`config.mk`:
```
export PLATFORM = sky130hd
export DESIGN_NAME = cartridge_rtc_latch_registers
export DESIGN_NICKNAME = d
export VERILOG_FILES = /design/src/rtl/mbcrtc_pkg.sv /design/src/rtl/mbcrtc_time.sv /design/src/rtl/cartridge_rtc_latch_registers.sv
export SDC_FILE = /design/constraint.sdc
export NUM_CORES = 1
export LEC_CHECK = 0
export BUFFER_PORTS_ARGS = -buffer_cell sky130_fd_sc_hd__buf_2
export CAP_MARGIN = 20
export CORE_MARGIN = 1
export CORE_UTILIZATION = 37
export CTS_CLUSTER_SIZE = 30
export DETAILED_ROUTE_END_ITERATION = 10
export GPL_ROUTABILITY_DRIVEN = 0
export GPL_TIMING_DRIVEN = 0
export PLACE_DENSITY_LB_ADDON = 0.08
export REMOVE_ABC_BUFFERS = 1
export SETUP_SLACK_MARGIN = 0.05
export SKIP_LAST_GASP = 1
export SLEW_MARGIN = 20
export SYNTH_ARGS = -nofsm -noshare
export SYNTH_HDL_FRONTEND = slang
export SYNTH_SLANG_ARGS = --single-unit
```
`constraint.sdc`:
```
create_clock -name clk -period 8.2 [get_ports clk]
set_clock_uncertainty 0.2 [all_clocks]
set_input_delay 1.23 -clock clk [delete_from_list [all_inputs] [get_ports clk]]
set_output_delay 1.23 -clock clk [all_outputs]
set_load 0.05 [all_outputs]
```
`src/rtl/mbcrtc_pkg.sv`:
```
package mbcrtc_pkg;

    // Bus operation codes
    localparam logic [2:0] OP_SELECT = 3'd0;
    localparam logic [2:0] OP_ENABLE = 3'd1;
    localparam logic [2:0] OP_LATCH  = 3'd2;
    localparam logic [2:0] OP_READ   = 3'd3;
    localparam logic [2:0] OP_WRITE  = 3'd4;
    localparam logic [2:0] OP_TICK   = 3'd5;

    // Clock register indexes
    localparam logic [2:0] REG_SECONDS = 3'd0;
    localparam logic [2:0] REG_MINUTES = 3'd1;
    localparam logic [2:0] REG_HOURS   = 3'd2;
    localparam logic [2:0] REG_DAYS    = 3'd3;
    localparam logic [2:0] REG_DAYCTL  = 3'd4;
    localparam logic [7:0] NUM_REGS    = 8'd5;

    localparam logic [7:0] MASK_SECONDS = 8'h3F;
    localparam logic [7:0] MASK_MINUTES = 8'h3F;
    localparam logic [7:0] MASK_HOURS   = 8'h1F;
    localparam logic [7:0] MASK_DAYS    = 8'hFF;
    localparam logic [7:0] MASK_DAYCTL  = 8'hC1;
    localparam logic [7:0] READ_DISABLED = 8'hFF;

    localparam logic [6:0] SECS_PER_MIN  = 7'd60;
    localparam logic [6:0] MINS_PER_HOUR = 7'd60;
    localparam logic [5:0] HOURS_PER_DAY = 6'd24;

    typedef struct packed {
        logic [2:0] opcode;
        logic [7:0] data_byte;
    } cmd_t;

    typedef struct packed {
        logic [7:0] read_data;
        logic       select_error;
    } rsp_t;

    // Time of day in mixed radix; day is nine bits
    typedef struct packed {
        logic [8:0] day;
        logic [4:0] hour;
        logic [5:0] minute;
        logic [5:0] second;
    } rtc_time_t;

    // Control from the command stage to the time counter
    typedef struct packed {
        logic       tick;
        logic       write;
        logic [2:0] sel;
        logic [7:0] data;
    } time_ctrl_t;

    // Status from the time counter
    typedef struct packed {
        rtc_time_t now;
        logic      halt;
        logic      overflow;
    } time_stat_t;

endpackage

```
`src/rtl/mbcrtc_time.sv`:
```
module mbcrtc_time (
    input  logic                   clk,
    input  logic                   rst_n,
    input  mbcrtc_pkg::time_ctrl_t ctrl,
    output mbcrtc_pkg::time_stat_t stat
);
    import mbcrtc_pkg::*;

    rtc_time_t now_reg, now_next;
    logic      halt_reg, halt_next;
    logic      ovf_reg, ovf_next;

    rtc_time_t pre;
    rtc_time_t norm;
    logic [6:0] sec_sum;
    logic [6:0] min_sum;
    logic [5:0] hour_sum;
    logic [9:0] day_sum;
    logic       sec_c, min_c, hour_c;

    // Merge the written field into the current time
    always_comb
    begin
        pre = now_reg;
        if (!ctrl.tick)
        begin
            unique case (ctrl.sel)
                REG_SECONDS: pre.second = ctrl.data[5:0];
                REG_MINUTES: pre.minute = ctrl.data[5:0];
                REG_HOURS:   pre.hour   = ctrl.data[4:0];
                REG_DAYS:    pre.day[7:0] = ctrl.data;
                REG_DAYCTL:  pre.day[8] = ctrl.data[0];
                default:     pre = now_reg;
            endcase
        end
    end

    // Normalize with one carry per field; a day carry out means wrap
    always_comb
    begin
        sec_sum  = {1'b0, pre.second} + {6'd0, ctrl.tick};
        sec_c    = (sec_sum >= SECS_PER_MIN);
        norm.second = sec_c ? 6'(sec_sum - SECS_PER_MIN) : sec_sum[5:0];
        min_sum  = {1'b0, pre.minute} + {6'd0, sec_c};
        min_c    = (min_sum >= MINS_PER_HOUR);
        norm.minute = min_c ? 6'(min_sum - MINS_PER_HOUR) : min_sum[5:0];
        hour_sum = {1'b0, pre.hour} + {5'd0, min_c};
        hour_c   = (hour_sum >= HOURS_PER_DAY);
        norm.hour = hour_c ? 5'(hour_sum - HOURS_PER_DAY) : hour_sum[4:0];
        day_sum  = {1'b0, pre.day} + {9'd0, hour_c};
        norm.day = day_sum[8:0];
    end

    always_comb
    begin
        now_next  = now_reg;
        halt_next = halt_reg;
        ovf_next  = ovf_reg;
        if (ctrl.tick && !halt_reg)
        begin
            now_next = norm;
            if (day_sum[9])
                ovf_next = 1'b1;
        end
        else if (ctrl.write)
        begin
            if (halt_reg)
            begin
                now_next = norm;
                if (day_sum[9])
                    ovf_next = 1'b1;
            end
            if (ctrl.sel == REG_DAYCTL)
            begin
                halt_next = ctrl.data[6];
                ovf_next  = ctrl.data[7];
            end
        end
    end

    always_ff @(posedge clk or negedge rst_n)
    begin
        if (!rst_n)
        begin
            now_reg  <= '0;
            halt_reg <= 1'b0;
            ovf_reg  <= 1'b0;
        end
        else
        begin
            now_reg  <= now_next;
            halt_reg <= halt_next;
            ovf_reg  <= ovf_next;
        end
    end

    assign stat.now      = now_reg;
    assign stat.halt     = halt_reg;
    assign stat.overflow = ovf_reg;

endmodule

```
`src/rtl/cartridge_rtc_latch_registers.sv`:
```
// Channel | Direction | Handshake           | Payload
// cmd     | in        | cmd_valid/cmd_stall | cmd_t: opcode, data_byte
// rsp     | out       | rsp_valid/rsp_stall | rsp_t: read_data, select_error
//
// One transaction per cycle sustained while rsp_stall stays low: each command is captured
// in the command register, executed in one pass through the time counter and register
// logic, and its response is registered in the response register.
// Reset clears the time, the latch registers, the flags and the selection; the
// clock starts disabled. A stalled response holds, and cmd_stall rises only while
// the held command cannot move into the response register.
module cartridge_rtc_latch_registers (
    input  logic             clk,
    input  logic             rst_n,
    input  logic             cmd_valid,
    output logic             cmd_stall,
    input  mbcrtc_pkg::cmd_t cmd,
    output logic             rsp_valid,
    input  logic             rsp_stall,
    output mbcrtc_pkg::rsp_t rsp
);
    import mbcrtc_pkg::*;

    // Command register
    logic       cmd_valid_reg;
    cmd_t       cmd_reg;
    // Response register
    logic       rsp_valid_reg;
    rsp_t       rsp_reg, rsp_next;
    // Bus-visible state
    logic [2:0] sel_reg, sel_next;
    logic       enable_reg, enable_next;
    logic [7:0] prev_latch_reg, prev_latch_next;
    rtc_time_t  latched_reg, latched_next;

    logic       advance;
    time_ctrl_t tctrl;
    time_stat_t tstat;
    logic [7:0] rd_value;
    logic [7:0] rd_mask;

    // Execute the held command when the response register can take its result
    assign advance   = cmd_valid_reg && (!rsp_valid_reg || !rsp_stall);
    assign cmd_stall = cmd_valid_reg && !advance;

    assign tctrl.tick  = advance && (cmd_reg.opcode == OP_TICK);
    assign tctrl.write = advance && (cmd_reg.opcode == OP_WRITE) && enable_reg;
    assign tctrl.sel   = sel_reg;
    assign tctrl.data  = cmd_reg.data_byte;

    mbcrtc_time u_time (
        .clk   (clk),
        .rst_n (rst_n),
        .ctrl  (tctrl),
        .stat  (tstat)
    );

    // Mux the selected latch register
    always_comb
    begin
        unique case (sel_reg)
            REG_SECONDS:
            begin
                rd_value = {2'b00, latched_reg.second};
                rd_mask  = MASK_SECONDS;
            end
            REG_MINUTES:
            begin
                rd_value = {2'b00, latched_reg.minute};
                rd_mask  = MASK_MINUTES;
            end
            REG_HOURS:
            begin
                rd_value = {3'b000, latched_reg.hour};
                rd_mask  = MASK_HOURS;
            end
            REG_DAYS:
            begin
                rd_value = latched_reg.day[7:0];
                rd_mask  = MASK_DAYS;
            end
            default:
            begin
                // Day control: overflow, halt, day MSB
                rd_value = {tstat.overflow, tstat.halt, 5'd0, latched_reg.day[8]};
                rd_mask  = MASK_DAYCTL;
            end
        endcase
    end

    always_comb
    begin
        rsp_next        = '0;
        sel_next        = sel_reg;
        enable_next     = enable_reg;
        prev_latch_next = prev_latch_reg;
        latched_next    = latched_reg;
        unique case (cmd_reg.opcode)
            OP_SELECT:
            begin
                // Reject an out-of-range index and keep the selection
                if (cmd_reg.data_byte < NUM_REGS)
                    sel_next = cmd_reg.data_byte[2:0];
                else
                    rsp_next.select_error = 1'b1;
            end
            OP_ENABLE:
                enable_next = (cmd_reg.data_byte != 8'd0);
            OP_LATCH:
            begin
                // Copy the running time on a 0-then-1 sequence
                if (prev_latch_reg == 8'd0 && cmd_reg.data_byte == 8'd1)
                    latched_next = tstat.now;
                prev_latch_next = cmd_reg.data_byte;
            end
            OP_READ:
                rsp_next.read_data = enable_reg ? (rd_value & rd_mask) : READ_DISABLED;
            default:
                rsp_next = '0;
        endcase
    end

    always_ff @(posedge clk or negedge rst_n)
    begin
        if (!rst_n)
        begin
            cmd_valid_reg  <= 1'b0;
            rsp_valid_reg  <= 1'b0;
            sel_reg        <= '0;
            enable_reg     <= 1'b0;
            prev_latch_reg <= '0;
            latched_reg    <= '0;
        end
        else
        begin
            if (!cmd_stall)
                cmd_valid_reg <= cmd_valid;
            if (advance)
            begin
                rsp_valid_reg  <= 1'b1;
                sel_reg        <= sel_next;
                enable_reg     <= enable_next;
                prev_latch_reg <= prev_latch_next;
                latched_reg    <= latched_next;
            end
            else if (!rsp_stall)
                rsp_valid_reg <= 1'b0;
        end
    end

    // Payload registers, no reset
    always_ff @(posedge clk)
    begin
        if (!cmd_stall && cmd_valid)
            cmd_reg <= cmd;
        if (advance)
            rsp_reg <= rsp_next;
    end

    assign rsp_valid = rsp_valid_reg;
    assign rsp       = rsp_reg;

endmodule

```
==> reports/summary.log, run 1 <==
INFO  status         outcome=finished, final reports clean
INFO  timing         final_setup_violation_count=0
INFO  timing         slew_viol_final=0
INFO  placement      postPlaceCellArea=5340squm
INFO  placement      buffer_ports.inserted=25
INFO  detailed_routing vias_per_cell=5.51
INFO  timing         finalWorstPathRequiredPeriod=7.70ns
INFO  detailed_routing avgRoutedWirePerCell=19.0microns
INFO  global_routing grt_pass1_vias=3773
INFO  critical_path  timing.critical_path.slowest_cell_delay=0.35ns
INFO  timing         holdWs=0.287ns
INFO  synth          yosys-mux-area-fraction=16.4%
INFO  layout         final_net_count=520
INFO  global_routing first_pass_grt_wire_length=21.0mm
INFO  worst_hold_path hp-class=reg -> reg
INFO  die            initial_core_util=38.2%
INFO  layout         stdcell_count=677
INFO  synth          synth_sequential_area_ratio=45.4%
INFO  synth          synth_compound_area_share=12.7%
INFO  clock_tree     cts.root.buffer_cell=clkbuf_16
INFO  synth          synth-xor-area-share=2.02%
INFO  synth          synth.ff_latch_count=88
INFO  clock_tree     numClockSinks=88
INFO  placement      post_detail_place_hpwl=8.57mm
INFO  detailed_routing antenna_left=0
INFO  critical_path  worst_path_slowest_cell=mux2_2
INFO  power_and_ir_drop switching_share=29.0%
INFO  timing         pin_slew_with_the_least_headroom_to_its_limit=0.884ns
INFO  power_and_ir_drop power_frac_seq=49.9%
INFO  global_routing grt_max_degree=37
INFO  timing         max_freq=130MHz
INFO  synth          synth-simple-area-share=17.9%
INFO  synth          ys_async_sr_fraction=77.3%
INFO  power_and_ir_drop pwr_density_cell=188nW/um^2
INFO  detailed_routing drt_total_wl=12.9mm
INFO  timing         fin_crit_sh=93.9%
INFO  die            fp.dieH=119microns
INFO  critical_path  crit_path_max_fanout=8
INFO  timing         final_hold_viol_count=0
INFO  detailed_routing drt-pass1-iter-count=4
INFO  detailed_routing drt_first_iter_violations=199
INFO  layout         fin_area=5680squm
INFO  die            floorplan.core_area=13300squm
INFO  layout         area_growth=12.0%
INFO  synth          number_of_enable_type_register_cells_in_the_synthesized_netlist=20
INFO  clock_tree     htree_levels=3
INFO  die            design.portCount=26
INFO  layout         postLayoutCoreUtil=42.7%
INFO  critical_path  worst-setup-path-type=in -> reg
INFO  timing         relSlewSlack=41.1%
INFO  clock_tree     clock_transition_at_path_regs=0.07ns
INFO  power_and_ir_drop switchingPower=0.309mW
INFO  synth          post_synth_fa_ha_maj_area_fraction=2.22%
INFO  power_and_ir_drop irDropWorstVdd=0.104mV
INFO  synth          synth_area_leader_cell=dfrtp_1
INFO  critical_path  worstPathArrival=7.71ns
INFO  clock_tree     cts_max_path_buffers=2
INFO  synth          dominant_combinational_cell_family_by_area_after_synthesis=simple AND/OR/NAND/NOR gates
INFO  critical_path  cp.required=8.21ns
INFO  global_routing grt_use_total=19.7%
INFO  detailed_routing drc_errors=0
INFO  layout         antennaDiodeCount=0
INFO  synth          synth_area_per_cell=10.5squm
INFO  global_routing antenna_found_initial=0
INFO  critical_path  worst_setup_path_start_kind=primary input
INFO  synth          yosysUniqueCellTypes=72
INFO  timing         rsz0062_at_grt=no
INFO  power_and_ir_drop power=1.07mW
INFO  synth          synth.cell_area=5080squm
INFO  power_and_ir_drop p_int=0.757mW
INFO  synth          total_number_of_yosys_warnings=0
INFO  critical_path  path_common_cell=ha_1
INFO  clock_tree     cts_tree=done
INFO  detailed_routing via_count=3731
INFO  layout         drive_above_1_share=24.2%
INFO  critical_path  timing.critical_path.to_type=register
INFO  global_routing grt.overflow.total=0
INFO  power_and_ir_drop comb_power_share=13.1%
INFO  die            row_count=42
INFO  die            dieArea=14200squm
INFO  synth          synth_cells=483
INFO  clock_tree     worstSkewPairLatency=0.35ns
INFO  synth          synth_area_leaders=dfrtp_1, edfxtp_1, mux2_2, nand2_1, mux2i_1
INFO  power_and_ir_drop leakage_dissipation=2.38nW
INFO  synth          proportion_of_netlist_area_held_by_the_largest_area_contributor=33.5%
INFO  power_and_ir_drop clock_power_share=36.9%
INFO  die            chipWidth=119microns
INFO  flow_run       max_cap_violations=0
INFO  placement      placed_cells=659
INFO  synth          most_used_flip_flop_cell_after_synthesis=dfrtp_1
INFO  clock_tree     cts_made_buffers=9
## power groups by stage
stage | combinational (mW) | clock [mW] | sequential, mW
floorplan | 0.0872 | 0 | 0.534
global route | 0.156 | 0.425 | 0.539
detailed placement | 0.135 | 0 | 0.541
global placement | 0.132 | 0 | 0.540
finish | 0.140 | 0.394 | 0.532
CTS | 0.138 | 0.408 | 0.532
## path summary, 6_finish.rpt
kind                            slack, ns                end     startpoint  cells past startpoint
worst max-delay path                 0.50    u_time.stat[27]      rsp_stall                     34
worst min-delay path                 0.29          rsp_valid  cmd_valid_reg                      1
worst max register to register       0.88    u_time.stat[27]     sel_reg[1]                     33
worst min register to register       0.29          rsp_valid  cmd_valid_reg                      1
max in group asynchronous            6.60    latched_reg[12]          rst_n                      2
min in group asynchronous            0.63  prev_latch_reg[0]          rst_n                      1
## cell type report
| class | count | area, sq um |
|---|---|---|
| Fill cell | 1276 | 7610 |
| Inverter | 8 | 32.5 |
| Tap cell | 176 | 220 |
| Clock inverter | 6 | 42.5 |
| Timing Repair Buffer | 30 | 193 |
| Multi-Input combinational cell | 359 | 2650 |
| Clock buffer | 10 | 239 |
| Sequential cell | 88 | 2300 |
## synthesized netlist by cell type (all sizes together), types with 4 or more instances
cell type	number
mux2i	26
nand2	72
and3b	4
nor3	7
xnor2	8
nand3	20
a21oi	19
nand2b	9
edfxtp	20
clkbuf	19
buf	9
dfrtp	68
inv	8
nand4	4
a211oi	4
nor3b	6
a31oi	11
mux2	48
ha	9
o21ai	27
nor2	24
nor4	4
nand3b	8
## what timing repair did
item                                    in CTS  in global routing
resized for setup                            4                  9
pin swaps                                    1                  1
endpoints found under the setup margin       9                  8
setup buffers                                1                  1
hold buffers                                 0                  0
## layout by cell type (no fill, tap or decap), drive strengths merged, types with 3 or more instances in the layout
cell type and instances:
nand3b 8, clkbuf 10, nor2 24, dfrtp 68
o31ai 3, o21ai 27, o22ai 3, nand4 4
inv 9, nand2 72, or2 3, nand2b 9
a21oi 19, a211oi 4, mux2 48, a31oi 11
and3b 4, a21boi 3, o21a 3, xnor2 8
clkinvlp 4, o211ai 3, mux2i 26, edfxtp 20
and2 3, nor3b 6, ha 9, nor3 7
nand3 20, nor4 4, buf 30
## worst max-delay path: cells and delay by family
kind / cells / cell delay (ns)
AO/OA/AOI/OAI: 9 / 1.84
XOR/XNOR: 3 / 0.54
adder cells (fa/ha/maj): 7 / 1.68
buffers and inverters: 4 / 0.36
multiplexers: 2 / 0.59
AND/OR/NAND/NOR: 9 / 1.46
## kinds of logic (layout without fill, tap and decap cells)
family | Yosys count | count (layout)
xor gates and xnor gates | 10 | 10
and+or+nand+nor | 173 | 173
muxes | 75 | 75
adders and majority gates | 9 | 9
buffers and inverters | 36 | 54
DFF | 88 | 88
AOI/OAI and AO/OA | 92 | 92
## metrics by stage
step	TNS (ns)	worst slack [ns]
finish	0	0.500
global route	0	0.0723
CTS	0	0.145
detailed placement	-4.90	-0.743
global placement	-4.27	-0.706
floorplan	0	0.599
## per-layer routing
metal / routed length (microns) / share of wire (%) / GRT usage (%)
met4: 172 / 1.3 / 5.54
met2: 6110 / 47 / 31.6
met1: 6130 / 48 / 26.2
met3: 460 / 3.6 / 5.12
met5: 0 / 0 / 0
Note: power is estimated with default switching activity, not from simulation.
==> run 2, diff against run 1 <==
--- a/config.mk
+++ b/config.mk
@@ -6,9 +6,10 @@
 export NUM_CORES = 1
 export LEC_CHECK = 0
 export BUFFER_PORTS_ARGS = -buffer_cell sky130_fd_sc_hd__buf_2
-export CAP_MARGIN = 20
+export CAP_MARGIN = 30
+export CORE_ASPECT_RATIO = 0.8
 export CORE_MARGIN = 1
-export CORE_UTILIZATION = 37
+export CORE_UTILIZATION = 45
 export CTS_CLUSTER_SIZE = 30
 export DETAILED_ROUTE_END_ITERATION = 10
 export GPL_ROUTABILITY_DRIVEN = 0
==> run 2 against run 1 <==
Compared with the run above: via count decreased by 0.38%; global-route usage increased by 3.0 points; utilization increased by 9.2 points; combinational power about the same; fmax decreased by 0.44%; non-clock buffer count decreased by 1; sequential power about the same; clock power increased by 18%; die area decreased by 17%; critical path depth unchanged; hold slack improved by 0.0013 ns; cell area decreased by 0.11%; critical path type unchanged; critical endpoint is now u_time.stat[22]; largest cell class unchanged; highest routed layer unchanged.
==> reports/summary.log, run 2 (synthesis gave the netlist of run 1 again) <==
INFO  timing         slew_viol_final=0 [unchanged]
INFO  placement      postPlaceCellArea=5290squm [-0.89%]
INFO  layout         drive_above_1_share=23.4% [-0.75 points]
INFO  critical_path  r2r.worst_path.cells=33 [unchanged]
INFO  die            fp.dieH=97.0microns [-19%]
INFO  clock_tree     cts.root.buffer_cell=clkbuf_16
INFO  global_routing first_pass_grt_wire_length=20.0mm [-4.7%]
INFO  die            chipWidth=121microns [+1.4%]
INFO  timing         finalWorstPathRequiredPeriod=7.73ns [+0.0342 ns]
INFO  detailed_routing vias_per_cell=5.77 [+4.7%]
INFO  critical_path  worst_path_slowest_cell=mux2_2
INFO  flow_run       max_cap_violations=0 [unchanged]
INFO  detailed_routing via_count=3717 [-0.38%]
INFO  clock_tree     cts_made_buffers=9 [unchanged]
INFO  global_routing grt.overflow.total=0 [unchanged]
INFO  worst_hold_path hp-class=reg -> reg
INFO  detailed_routing drt_total_wl=12.3mm [-4.6%]
INFO  timing         timing.final.ws_setup=0.466ns [-0.0342 ns]
INFO  clock_tree     numClockSinks=88 [unchanged]
INFO  critical_path  worstPathArrival=7.72ns [about the same]
INFO  timing         rsz0062_at_grt=no
INFO  clock_tree     cts_max_path_buffers=2 [unchanged]
INFO  layout         antennaDiodeCount=0 [unchanged]
INFO  detailed_routing antenna_left=0 [unchanged]
INFO  clock_tree     worstSkewPairLatency=0.34ns [about the same]
INFO  worst_hold_path min_from=cmd_valid_reg
INFO  critical_path  worst-setup-path-type=in -> reg
INFO  critical_path  crit_path_start=rsp_stall
INFO  layout         area_growth=11.8%
INFO  power_and_ir_drop power=1.14mW [+6.6%]
INFO  layout         fin_area=5680squm [-0.11%]
INFO  critical_path  cp.required=8.19ns [-0.02 ns]
INFO  detailed_routing drt_first_iter_violations=322 [+62%]
INFO  power_and_ir_drop irDropWorstVdd=0.0966mV [-7.3%]
INFO  clock_tree     htree_levels=3 [unchanged]
INFO  global_routing antenna_found_initial=0 [unchanged]
INFO  power_and_ir_drop comb_power_share=12.3% [-0.8 points]
INFO  die            design.portCount=26 [unchanged]
INFO  clock_tree     clock_transition_at_path_regs=0.06ns [about the same]
INFO  power_and_ir_drop pwr_density_cell=200nW/um^2 [+6.8%]
INFO  global_routing grt_use_total=22.7% [+3.0 points]
INFO  power_and_ir_drop clock_power_share=40.8% [+3.9 points]
INFO  power_and_ir_drop power_frac_seq=46.9% [-3.0 points]
INFO  global_routing global_route.usage.met2=32.3% [+0.62 points]
INFO  die            floorplan.core_area=10900squm [-18%]
INFO  placement      buffer_ports.inserted=25 [unchanged]
INFO  status         outcome=finished, final reports clean
INFO  critical_path  path_common_cell=ha_1
INFO  critical_path  timing.critical_path.to_type=register
INFO  timing         relSlewSlack=44.4% [+3.4 points]
INFO  timing         final_hold_viol_count=0 [unchanged]
INFO  power_and_ir_drop leakage_dissipation=2.41nW [+1.3%]
INFO  global_routing gr-usage-met3=5.07% [-0.054 points]
INFO  clock_tree     cts_tree=done
INFO  global_routing grt_pass1_vias=3629 [-3.8%]
INFO  critical_path  last_element_of_the_critical_path=u_time.stat[22]
INFO  placement      post_detail_place_hpwl=8.21mm [-4.2%]
INFO  placement      dpl_worst_slack=-0.697ns [+0.0464 ns]
INFO  layout         final_net_count=519 [-0.19%]
INFO  critical_path  timing.critical_path.slowest_cell_delay=0.35ns [about the same]
INFO  critical_path  r2r-start=sel_reg[1]
INFO  critical_path  crit_path_max_fanout=8 [unchanged]
INFO  detailed_routing avgRoutedWirePerCell=19.1microns [+0.26%]
INFO  power_and_ir_drop switchingPower=0.298mW [-3.4%]
INFO  layout         mostFrequentLayoutCell=nand2_1
INFO  power_and_ir_drop switching_share=26.2% [-2.7 points]
INFO  critical_path  regToRegEndpoint=u_time.stat[22]
INFO  layout         most-common-layout-cells=nand2_1, dfrtp_1, mux2_2
INFO  timing         final_setup_violation_count=0 [unchanged]
INFO  die            dieArea=11700squm [-17%]
INFO  global_routing grt_most_used_layer=met1
INFO  die            row_count=34 [-19%]
INFO  critical_path  worst_setup_path_start_kind=primary input
INFO  detailed_routing drt-pass1-iter-count=4 [unchanged]
INFO  timing         fin_crit_sh=94.3% [+0.42 points]
INFO  detailed_routing drc_errors=0 [unchanged]
INFO  global_routing grt_max_degree=51 [+38%]
INFO  critical_path  r2r_setup_slack=0.89ns [about the same]
INFO  timing         pin_slew_with_the_least_headroom_to_its_limit=0.834ns [-0.0503 ns]
INFO  die            initial_core_util=46.4% [+8.2 points]
INFO  timing         max_freq=129MHz [-0.44%]
INFO  power_and_ir_drop p_int=0.838mW [+11%]
INFO  global_routing met1_track_usage_gr=33.7% [+7.5 points]
## run 2: worst min-delay path by stage
stage | endpoint | cells after the start
final | rsp_valid | 1
after global routing | rsp_valid | 1
after CTS | rsp_valid | 1
after detailed placement | latched_reg[1] | 1
after global placement | rsp_valid | 1
after floorplan | rsp_valid | 1
## run 2: power groups by stage
stage | combinational (mW) | sequential [mW] | clock, mW
floorplan | 0.0872 | 0.534 | 0
global placement | 0.130 | 0.540 | 0
detailed placement | 0.136 | 0.541 | 0
CTS | 0.138 | 0.532 | 0.475
global route | 0.155 | 0.539 | 0.499
finish | 0.140 | 0.533 | 0.464
## run 2: area by class of cell
class,instances,area (sq um)
Tap cell,144,180
Timing Repair Buffer,29,185
Fill cell,984,5260
Clock inverter,7,110
Multi-Input combinational cell,359,2640
Inverter,8,32.5
Clock buffer,9,225
Sequential cell,88,2300
## run 2: repair_timing
action,CTS,global route
pin swaps,1,1
gates resized for setup,3,7
endpoints found under the setup margin,8,9
hold buffers,0,0
setup buffers,1,1
## run 2: through the flow
step	setup TNS [ns]	hold slack, ns	util, %	cells
2_1_floorplan	0	0.245	-	455
3_3_place_gp	-3.24	0.270	47.9	624
3_5_place_dp	-4.43	0.275	48.4	626
4_1_cts	0	0.295	51.6	643
5_1_grt	0	0.306	51.9	644
6_report	0	0.288	51.9	644
## run 2: per-layer routing
| metal | vias up | wire length, microns |
|---|---|---|
| li1 | 1772 | - |
| met1 | 1851 | 5930 |
| met2 | 88 | 5590 |
| met3 | 6 | 655 |
| met4 | 0 | 104 |
| met5 | - | 0 |
## run 2: worst max-delay path, delay by kind of cell
family | cells | cell delay, ns
adder cells (fa/ha/maj) | 7 | 1.64
buffers and inverters | 4 | 0.41
XOR/XNOR | 2 | 0.33
multiplexers | 3 | 0.94
AND/OR/NAND/NOR | 8 | 1.20
AO/OA/AOI/OAI | 10 | 1.95
